File: config.mk
export PLATFORM = sky130hd
export DESIGN_NAME = smooth_weighted_round_robin_unit
export DESIGN_NICKNAME = d
export VERILOG_FILES = /design/src/rtl/core/swrr_pkg.sv /design/src/rtl/core/smooth_weighted_round_robin_unit.sv
export SDC_FILE = /design/constraint.sdc
export NUM_CORES = 1
export LEC_CHECK = 0
export ABC_CLOCK_PERIOD_IN_PS = 14600
export BUFFER_PORTS_ARGS = -buffer_cell sky130_fd_sc_hd__buf_2
export CORE_MARGIN = 1.5
export CORE_UTILIZATION = 40
export CTS_CLUSTER_SIZE = 25
export DETAILED_ROUTE_END_ITERATION = 8
export PLACE_DENSITY = 0.66
export SYNTH_ARGS = -nofsm -noshare
export SYNTH_HDL_FRONTEND = slang
export SYNTH_SLANG_ARGS = --single-unit
File: constraint.sdc
create_clock -name clk -period 14.6 [get_ports clk]
set_input_delay 0.73 -clock clk [delete_from_list [all_inputs] [get_ports clk]]
set_output_delay 0.73 -clock clk [all_outputs]
set_load 0.01 [all_outputs]
File: src/rtl/core/swrr_pkg.sv
package swrr_pkg;

    // Fixed field widths of the request, result and configuration channels.
    localparam int unsigned WEIGHT_W   = 7;
    localparam int unsigned MASK_W     = 8;
    localparam int unsigned CHOSEN_W   = 3;
    localparam int unsigned CFG_IDX_W  = 3;
    localparam int unsigned URG_W      = 32;

    // Request actions.
    localparam logic ACT_PICK  = 1'b0;
    localparam logic ACT_CLEAR = 1'b1;

    // Saturation limits of an urgency value.
    localparam logic signed [URG_W-1:0] URG_MAX = {1'b0, {(URG_W-1){1'b1}}};
    localparam logic signed [URG_W-1:0] URG_MIN = {1'b1, {(URG_W-1){1'b0}}};

    typedef struct packed {
        logic              action;
        logic [MASK_W-1:0] usable_mask;
    } pick_t;

    typedef struct packed {
        logic [CHOSEN_W-1:0] chosen;
        logic                found;
    } result_t;

    // Clamp a value one bit wider than an urgency to the signed urgency range.
    function automatic logic signed [URG_W-1:0] sat_urg(input logic [URG_W:0] v);
        logic signed [URG_W-1:0] r;
        case (v[URG_W:URG_W-1])
            2'b01:   r = URG_MAX;
            2'b10:   r = URG_MIN;
            default: r = v[URG_W-1:0];
        endcase
        return r;
    endfunction

endpackage

File: src/rtl/core/smooth_weighted_round_robin_unit.sv
// Smooth weighted round-robin selector.
//
// Channels: the pick channel (pick_valid, pick_ready, pick) carries one request,
// either a pick with a mask of usable workers or a clear of all urgency values.
// The result channel (result_valid, result_ready, result) returns exactly one
// result per request: the chosen worker and a found flag. The configuration
// channel (cfg_valid, cfg_ready, cfg_index, cfg_data) writes per-worker weights
// and is always ready; the user must write it only while idle (not enforced).
//
// Timing: a pick request walks the workers through one shared saturating adder
// and comparator, one worker per cycle, then applies the subtraction to the
// winner in the apply state, where its result is written to the output register.
// A new request can be taken in the apply state once the output slot is free,
// so the next request is accepted while the current one is being applied.
// A clear request zeroes all urgency values when it is accepted and goes straight
// to the apply state. The scan over the workers sets the pace of pick requests.
//
// Reset clears all urgency values, sets every weight to one and empties the
// result register. When the receiver stalls, the result waits in the output
// register and the sequencer holds in its apply state until the slot frees up.
module smooth_weighted_round_robin_unit #(
    parameter int unsigned WORKERS = 8
) (
    input  logic                              clk,
    input  logic                              rst_n,
    input  logic                              pick_valid,
    output logic                              pick_ready,
    input  swrr_pkg::pick_t                   pick,
    output logic                              result_valid,
    input  logic                              result_ready,
    output swrr_pkg::result_t                 result,
    input  logic                              cfg_valid,
    output logic                              cfg_ready,
    input  logic [swrr_pkg::CFG_IDX_W-1:0]    cfg_index,
    input  logic [swrr_pkg::WEIGHT_W-1:0]     cfg_data
);

    localparam int unsigned IDX_W = (WORKERS > 1) ? $clog2(WORKERS) : 1;
    // Width of the sum of all weights added in one pick.
    localparam int unsigned TOT_W = swrr_pkg::WEIGHT_W + IDX_W;

    // Sequencer states.
    localparam logic [1:0] ST_IDLE  = 2'd0;
    localparam logic [1:0] ST_SCAN  = 2'd1;
    localparam logic [1:0] ST_APPLY = 2'd2;

    logic [1:0]                         state_reg, state_next;
    logic [IDX_W-1:0]                   idx_reg, idx_next;
    logic [WORKERS-1:0]                 mask_reg, mask_next;
    logic [TOT_W-1:0]                   total_reg, total_next;
    logic                               have_reg, have_next;
    logic [IDX_W-1:0]                   best_reg, best_next;
    logic signed [swrr_pkg::URG_W-1:0]  best_val_reg, best_val_next;
    logic signed [swrr_pkg::URG_W-1:0]  urg_reg  [WORKERS];
    logic signed [swrr_pkg::URG_W-1:0]  urg_next [WORKERS];
    logic [swrr_pkg::WEIGHT_W-1:0]      weight_reg [WORKERS];
    logic                               out_valid_reg, out_valid_next;
    swrr_pkg::result_t                  out_reg, out_next;

    logic                               slot_free;
    logic                               accept;
    logic signed [swrr_pkg::URG_W-1:0]  cur_urg;
    logic [swrr_pkg::WEIGHT_W-1:0]      cur_weight;
    logic signed [swrr_pkg::URG_W-1:0]  added;
    logic signed [swrr_pkg::URG_W-1:0]  reduced;

    assign slot_free    = !out_valid_reg || result_ready;
    assign pick_ready   = (state_reg == ST_IDLE) || ((state_reg == ST_APPLY) && slot_free);
    assign accept       = pick_valid && pick_ready;
    assign cfg_ready    = 1'b1;
    assign result_valid = out_valid_reg;
    assign result       = out_reg;

    // Shared saturating adder; its sum feeds the comparator.
    assign cur_urg    = urg_reg[idx_reg];
    assign cur_weight = weight_reg[idx_reg];
    assign added      = swrr_pkg::sat_urg({cur_urg[swrr_pkg::URG_W-1], cur_urg}
                                          + (swrr_pkg::URG_W + 1)'(cur_weight));
    assign reduced    = swrr_pkg::sat_urg({best_val_reg[swrr_pkg::URG_W-1], best_val_reg}
                                          - (swrr_pkg::URG_W + 1)'(total_reg));

    always_comb
    begin
        state_next     = state_reg;
        idx_next       = idx_reg;
        mask_next      = mask_reg;
        total_next     = total_reg;
        have_next      = have_reg;
        best_next      = best_reg;
        best_val_next  = best_val_reg;
        out_valid_next = out_valid_reg;
        out_next       = out_reg;
        for (int i = 0; i < WORKERS; i++)
        begin
            urg_next[i] = urg_reg[i];
        end

        if (out_valid_reg && result_ready)
        begin
            out_valid_next = 1'b0;
        end

        case (state_reg)
            ST_IDLE:
            begin
            end
            ST_SCAN:
            begin
                if (mask_reg[idx_reg])
                begin
                    urg_next[idx_reg] = added;
                    total_next        = total_reg + TOT_W'(cur_weight);
                    // Strictly greater keeps the lowest index on a tie.
                    if (!have_reg || (added > best_val_reg))
                    begin
                        have_next     = 1'b1;
                        best_next     = idx_reg;
                        best_val_next = added;
                    end
                end
                if (idx_reg == IDX_W'(WORKERS - 1))
                begin
                    state_next = ST_APPLY;
                end
                else
                begin
                    idx_next = idx_reg + 1'b1;
                end
            end
            ST_APPLY:
            begin
                if (slot_free)
                begin
                    if (have_reg)
                    begin
                        urg_next[best_reg] = reduced;
                    end
                    out_valid_next = 1'b1;
                    out_next.chosen = have_reg ? swrr_pkg::CHOSEN_W'(best_reg) : '0;
                    out_next.found  = have_reg;
                    state_next      = ST_IDLE;
                end
            end
            default:
            begin
                state_next = ST_IDLE;
            end
        endcase

        // A new request starts here; a clear wins over a pending write-back.
        if (accept)
        begin
            idx_next   = '0;
            total_next = '0;
            have_next  = 1'b0;
            best_next  = '0;
            mask_next  = pick.usable_mask[WORKERS-1:0];
            if (pick.action == swrr_pkg::ACT_CLEAR)
            begin
                for (int i = 0; i < WORKERS; i++)
                begin
                    urg_next[i] = '0;
                end
                state_next = ST_APPLY;
            end
            else
            begin
                state_next = ST_SCAN;
            end
        end
    end

    always_ff @(posedge clk or negedge rst_n)
    begin
        if (!rst_n)
        begin
            state_reg     <= ST_IDLE;
            idx_reg       <= '0;
            have_reg      <= 1'b0;
            best_reg      <= '0;
            total_reg     <= '0;
            out_valid_reg <= 1'b0;
            for (int i = 0; i < WORKERS; i++)
            begin
                urg_reg[i]    <= '0;
                weight_reg[i] <= swrr_pkg::WEIGHT_W'(1);
            end
        end
        else
        begin
            state_reg     <= state_next;
            idx_reg       <= idx_next;
            have_reg      <= have_next;
            best_reg      <= best_next;
            total_reg     <= total_next;
            out_valid_reg <= out_valid_next;
            for (int i = 0; i < WORKERS; i++)
            begin
                urg_reg[i] <= urg_next[i];
            end
            // Writes to a weight of a worker that does not exist are dropped.
            if (cfg_valid && (32'(cfg_index) < WORKERS))
            begin
                weight_reg[cfg_index[IDX_W-1:0]] <= cfg_data;
            end
        end
    end

    always_ff @(posedge clk)
    begin
        mask_reg     <= mask_next;
        best_val_reg <= best_val_next;
        out_reg      <= out_next;
    end

endmodule

# [Word level (Yosys, flattened, before mapping)]
# Index checks and enable logic that the tools add are counted.
[word_totals] reg_bits=376 elab_cells=120 out_inout_bits=7 romBits=0 mem_bits_rw=0 latch_bits=0 in_bits=24 n_memories=0
[op_classes] add_sub_neg=4 n_eq_ne=11 mux=47 div_mod_pow=0 magnitude_cmp=8 bitwise_logic=3 reduce_logical=21 shift=0 multipliers=0
[ops] cell="$mux 256" n=5
[ops] cell="$bwmux 256" n=2
[ops] cell="$pmux 256 s2" n=1
[ops] cell="$demux 32 s3" n=2
[ops] cell="$mux 32" n=4
[ops] cell="$pmux 32 s2" n=2
[ops] cell="$bmux 32 s3" n=1
[ops] cell="$bwmux 56" n=1
[ops] cell="$add 32x8->33" n=1
[ops] cell="$sub 32x11->33" n=1
[ops] cell="$gt 32x32->1" n=1
[ops] cell="$mux 10" n=3
[ops] cell="$bmux 7 s3" n=1
[ops] cell="$demux 7 s3" n=1
[ops] cell="$mux 3" n=7
[ops] cell="$mux 7" n=3
[ops] cell="$ge 4x4->1 const B" n=3
[ops] cell="$lt 4x1->1 const B" n=3
[ops] cell="$not 3->4" n=3
[ops] cell="$add 10x7->10" n=1
[ops] cell="$reduce_and 3->1" n=3
[ops] cell="$mux 1" n=8
[ops] cell="$mux 2" n=4
[ops] cell="$eq 2x1->1 const B" n=3
[ops] cell="other kinds (14)" n=30

# [Longest topological paths before layout]
[logic_depth] word_depth=13 mapped_depth=30 ltp_nobuf=23

# [Worst setup path before layout]
# No wires, ideal clock.
[synth_path] path_kind="reg-to-reg" startpoint="register idx_reg[1]" endpoint="register best_reg[0]" required_time_ns=14.454 period_less_slack_ns=8.977 stages_incl_launch_ff=28 arrival_time_ns=8.831 setup_time_ns=0.146 setup_slack_ns=5.623 n_path_buf=7 path_cell_list="dfrtp_1 -> buf_4 -> buf_4 -> clkbuf_1 -> buf_1 -> clkbuf_1 -> clkbuf_1 -> mux4_2 -> nand2_1 -> nand2_1 -> ha_1 -> or3_1 -> a221oi_1 -> nor2_1 -> and4_1 -> clkbuf_1 -> a31o_2 -> a21oi_1 -> inv_1 -> ha_1 -> nand2_1 -> or4_1 -> nor3_1 -> o2111a_1 -> nor4bb_1 -> nor3_1 -> mux2i_1 -> nor2_1"
[synth_via] elab_chain_len=11 word_cells_on_any_way=18 classes_between="add/sub: 1; order compare: 1; eq/ne: 2; mux: 9; bitwise: 1; reduce/logical: 4"
[synth_rtl] element="start: declaration" line_no="smooth_weighted_round_robin_unit.sv:48" source="logic [IDX_W-1:0] idx_reg, idx_next;"
[synth_rtl] element="start signal: assignment" line_no="smooth_weighted_round_robin_unit.sv:192" source="idx_reg <= idx_next;"
[synth_rtl] element="$not 3->4 (not written as such) (*)" line_no="smooth_weighted_round_robin_unit.sv:75, smooth_weighted_round_robin_unit.sv:76"
[synth_rtl] element="$bmux 32 s3 or $bmux 7 s3 (tied branches)" line_no="smooth_weighted_round_robin_unit.sv:75, smooth_weighted_round_robin_unit.sv:76"
[synth_rtl] element="$mux 32 (not written as such) or $mux 7 (tied branches) (2 in series)" line_no="smooth_weighted_round_robin_unit.sv:75, smooth_weighted_round_robin_unit.sv:76"
[synth_rtl] element="$add 32x8->33 (*)" line_no="smooth_weighted_round_robin_unit.sv:78" source="+ (swrr_pkg::URG_W + 1)'(cur_weight));"
[synth_rtl] element="$eq 2x2->1 or $eq 2x1->1 (tied branches)" line_no="swrr_pkg.sv:31" source="case (v[URG_W:URG_W-1])"
[synth_rtl] element="$pmux 32 s2 (*)" line_no="swrr_pkg.sv:31"
[synth_rtl] element="named net added (one bit)" line_no="smooth_weighted_round_robin_unit.sv:64" source="logic signed [swrr_pkg::URG_W-1:0] added;"
[synth_rtl] element="$gt 32x32->1 (*)" line_no="smooth_weighted_round_robin_unit.sv:114" source="if (!have_reg || (added > best_val_reg))"
[synth_rtl] element="$logic_or 1x1->1 (*)" line_no="smooth_weighted_round_robin_unit.sv:114"
[synth_rtl] element="$reduce_bool 2->1 (no line) (*)"
[synth_rtl] element="$reduce_and 3->1 (no line) (*)"
[synth_rtl] element="end signal: assignment" line_no="smooth_weighted_round_robin_unit.sv:194" source="best_reg <= best_next;"
[synth_rtl] element="end: declaration" line_no="smooth_weighted_round_robin_unit.sv:52" source="logic [IDX_W-1:0] best_reg, best_next;"
# The timed path passes the listed nets; every way through them passes the cells marked *. The select of a mux whose other input is x is not followed.
# A chain may end at the register's enable or synchronous reset.

# [Worst setup path after layout]
[layout_path] startpoint="register idx_reg[1]" endpoint="register best_reg[1]"
# Same word-level chain as after synthesis.

==> reports/results.txt <==
outcome -> complete, but fails checks
failing checks -> capacitance limit, slew limit
Slew headroom -> -0.01889
Async SR Flop Fraction -> 0.8830
flop-to-flop setup slack -> 5030 ps
Min-Delay Path Class -> input port to asynchronous set/reset pin
clk buf depth -> 3
Yosys Warn Count -> 0
ANT nets after route -> 0
kind of critical path -> flop to flop
Synth Flop Type -> dfrtp_1
register area share after synthesis -> 0.3915
Fillers -> 5813
final non-filler cell total -> 3452
Buffers on Ports -> 29
Worst EP arrival -> 10010 ps
Die ar. -> 0.06304 mm2
Synth cell types -> 95
Yosys top cell by area -> dfrtp_1
Synth Area per Inst -> 9.186 um2
Layout Skew -> 34.18 ps
vias per std cell -> 7.251
post-synthesis mux area share -> 0.07634
CP Capture Type -> flop
DRC violations left -> 0
CTS sink count -> 376
placed insts -> 3372
XOR/XNOR Fraction of Synth Area -> 0.01459
most common cell after layout, fill and taps aside -> dfrtp_1
IO Pins -> 31
initial antenna violation count -> 2
TritonCTS clock tree -> done
cells on worst reg2reg path -> 22
die width -> 251.1 um
Die H -> 251.1 um
Post-synth EDFFs -> 44
Slew Limit Fails -> 9
critical-path maximum fanout -> 63
quantity of gates resized following cts -> 0
initial DRC count -> 4995
Synth Net Count -> 2770
Synth Area in Adders -> 0.03446
Worst-Margin Slew -> 1528 ps
first-pass GRT wire length -> 161000 um
Row Count -> 90
Req. time, crit path -> 15040 ps
post-CTS setup buffer count -> 0
n_diodes -> 0
ranking of synthesized cells by area -> dfrtp_1 (33%), edfxtp_1 (5.4%), o21ai_0 (4.7%)
top-area cell type share of the netlist area -> 0.3293
Worst R2R End -> best_reg[1]
Seq cells post-synth -> 376
Synth Instances -> 2680
final period utilization -> 0.6557
Final TNS setup -> 0 ps
Reg clk slew, reported paths -> 60 ps
mapped cell area -> 0.02462 mm2
RR Startpoint -> idx_reg[1]
vias in the first global route -> 23690
Skew-Pair Late Insertion Delay -> 610 ps
maximum clock rate -> 0.1045 GHz
starting density of the core -> 0.4064
CTS root buffer -> clkbuf_16
type of origin of the critical path -> flop
number of failing hold endpoints at the final stage -> 0
H-tree Lvls -> 2
total CTS buffers -> 44
Final Critical Period -> 9573 ps
leakage power -> 0.01055 uW
total global-route track usage -> 0.3446
Power per Cell Area -> 218.7 mW/mm2
largest family of logic cells by synthesized area -> compound AO/OA/AOI/OAI gates
number of detailed-route iterations in the first pass -> 7
RSZ-0062 raised after global routing -> false
placer congestion estimate -> 1.038
CTS Hold Bufs -> 0
grt ovf -> 0
Post-Synth Simple-Gate Area -> 0.1492
most frequent cells in the layout -> dfrtp_1 (321), nand2_1 (234), o21ai_0 (230)
routed length per instance -> 32.24 um
maximum vdd drop -> 0.1432 mV
detailed placement HPWL -> 72960 um
final setup vio count -> 0
max reg flops -> 256
compound-gate portion of the synthesized area -> 0.2857
vias -> 25030
layout cells sized above 1 -> 0.1315
max_cap viols -> 1
core area -> 0.06058 mm2
Area Overhead vs Synth -> 9.336%
fin nets -> 2726
routed wire length -> 111300 um
largest net degree at the start of global routing -> 121
critical path, stage by stage (launching register included):
cell and delay (ps):
dfrtp_4 1060, buf_4 840, and2_1 750, a21oi_1 180, o221ai_1 390, ha_1 360, a21o_1 190, a221oi_1 570
and3_1 270, o21a_1 230, and4_1 260, nand3_1 610, a21oi_1 430, ha_1 180, nand4_1 140, or4_1 580
nor3_1 380, o2111a_1 260, nor4bb_1 60, nor3_2 820, buf_4 480, mux2i_1 250, nor2_1 70
routing by layer:
metal | track usage | part of all wire | vias up
li1 | - | - | 10240
met1 | 0.4597 | 0.38 | 12290
met2 | 0.4802 | 0.40 | 2034
met3 | 0.1113 | 0.15 | 465
met4 | 0.2162 | 0.073 | 0
met5 | 0 | 0 | -
power by group:
group          internal [uW]  switching [uW]
Clock                    641             492
Sequential              1270             189
Combinational            892            2400
worst max-delay path by stage:
stage                from     endpoint  slack, ps  cells after the start
2_1_floorplan  idx_reg[1]  best_reg[0]       5620                     27
3_3_place_gp   idx_reg[1]  best_reg[1]       5520                     22
3_5_place_dp   idx_reg[1]  best_reg[1]       5350                     22
4_1_cts        idx_reg[1]  best_reg[1]       5300                     22
5_1_grt        idx_reg[1]  best_reg[1]       4680                     24
6_report       idx_reg[1]  best_reg[1]       5030                     22
synthesized netlist by cell type (all sizes together), types with 57 or more instances:
master and number:
a22oi 58, o21ai 245, ha 63, nand2 235
mux2 90, buf 57, dfrtp 324, inv 81
nand3 111, nor2 224, clkbuf 130, a21oi 185
area by class of cell:
type	count	area [um2]	area share
Multi-Input combinational cell	2035	13900	0.5165
Sequential cell	376	9648	0.3584
Clock buffer	66	1276	0.04741
Tap cell	782	978.4	0.03635
Timing Repair Buffer	97	665.6	0.02473
Inverter	82	307.8	0.01143
Clock inverter	14	137.6	0.005113
stage by stage:
| step | hold slack [ps] | util | total power [uW] | area, um2 | setup slack, ps |
|---|---|---|---|---|---|
| after floorplan | 434.4 | - | 3396 | 24620 | 5623 |
| after global placement | 466.2 | 0.4210 | 4509 | 25500 | 5521 |
| after detailed placement | 468.3 | 0.4210 | 4567 | 25500 | 5348 |
| after CTS | 296.6 | 0.4443 | 5697 | 26920 | 5303 |
| after global routing | 303.6 | 0.4443 | 6057 | 26920 | 4679 |
| final | 190.4 | 0.4443 | 5886 | 26920 | 5027 |
logic make-up (layout without fill, tap and decap cells):
logic type | count (synthesis) | in the layout
and+or+nand+nor | 781 | 781
other | 1 | 1
DFF | 376 | 376
buffers and inverters | 269 | 259
xor gates and xnor gates | 41 | 41
adders and majority gates | 66 | 66
AOI/OAI and AO/OA | 1002 | 1002
muxes | 144 | 144
No activity file was read; power rests on OpenSTA's default activity.
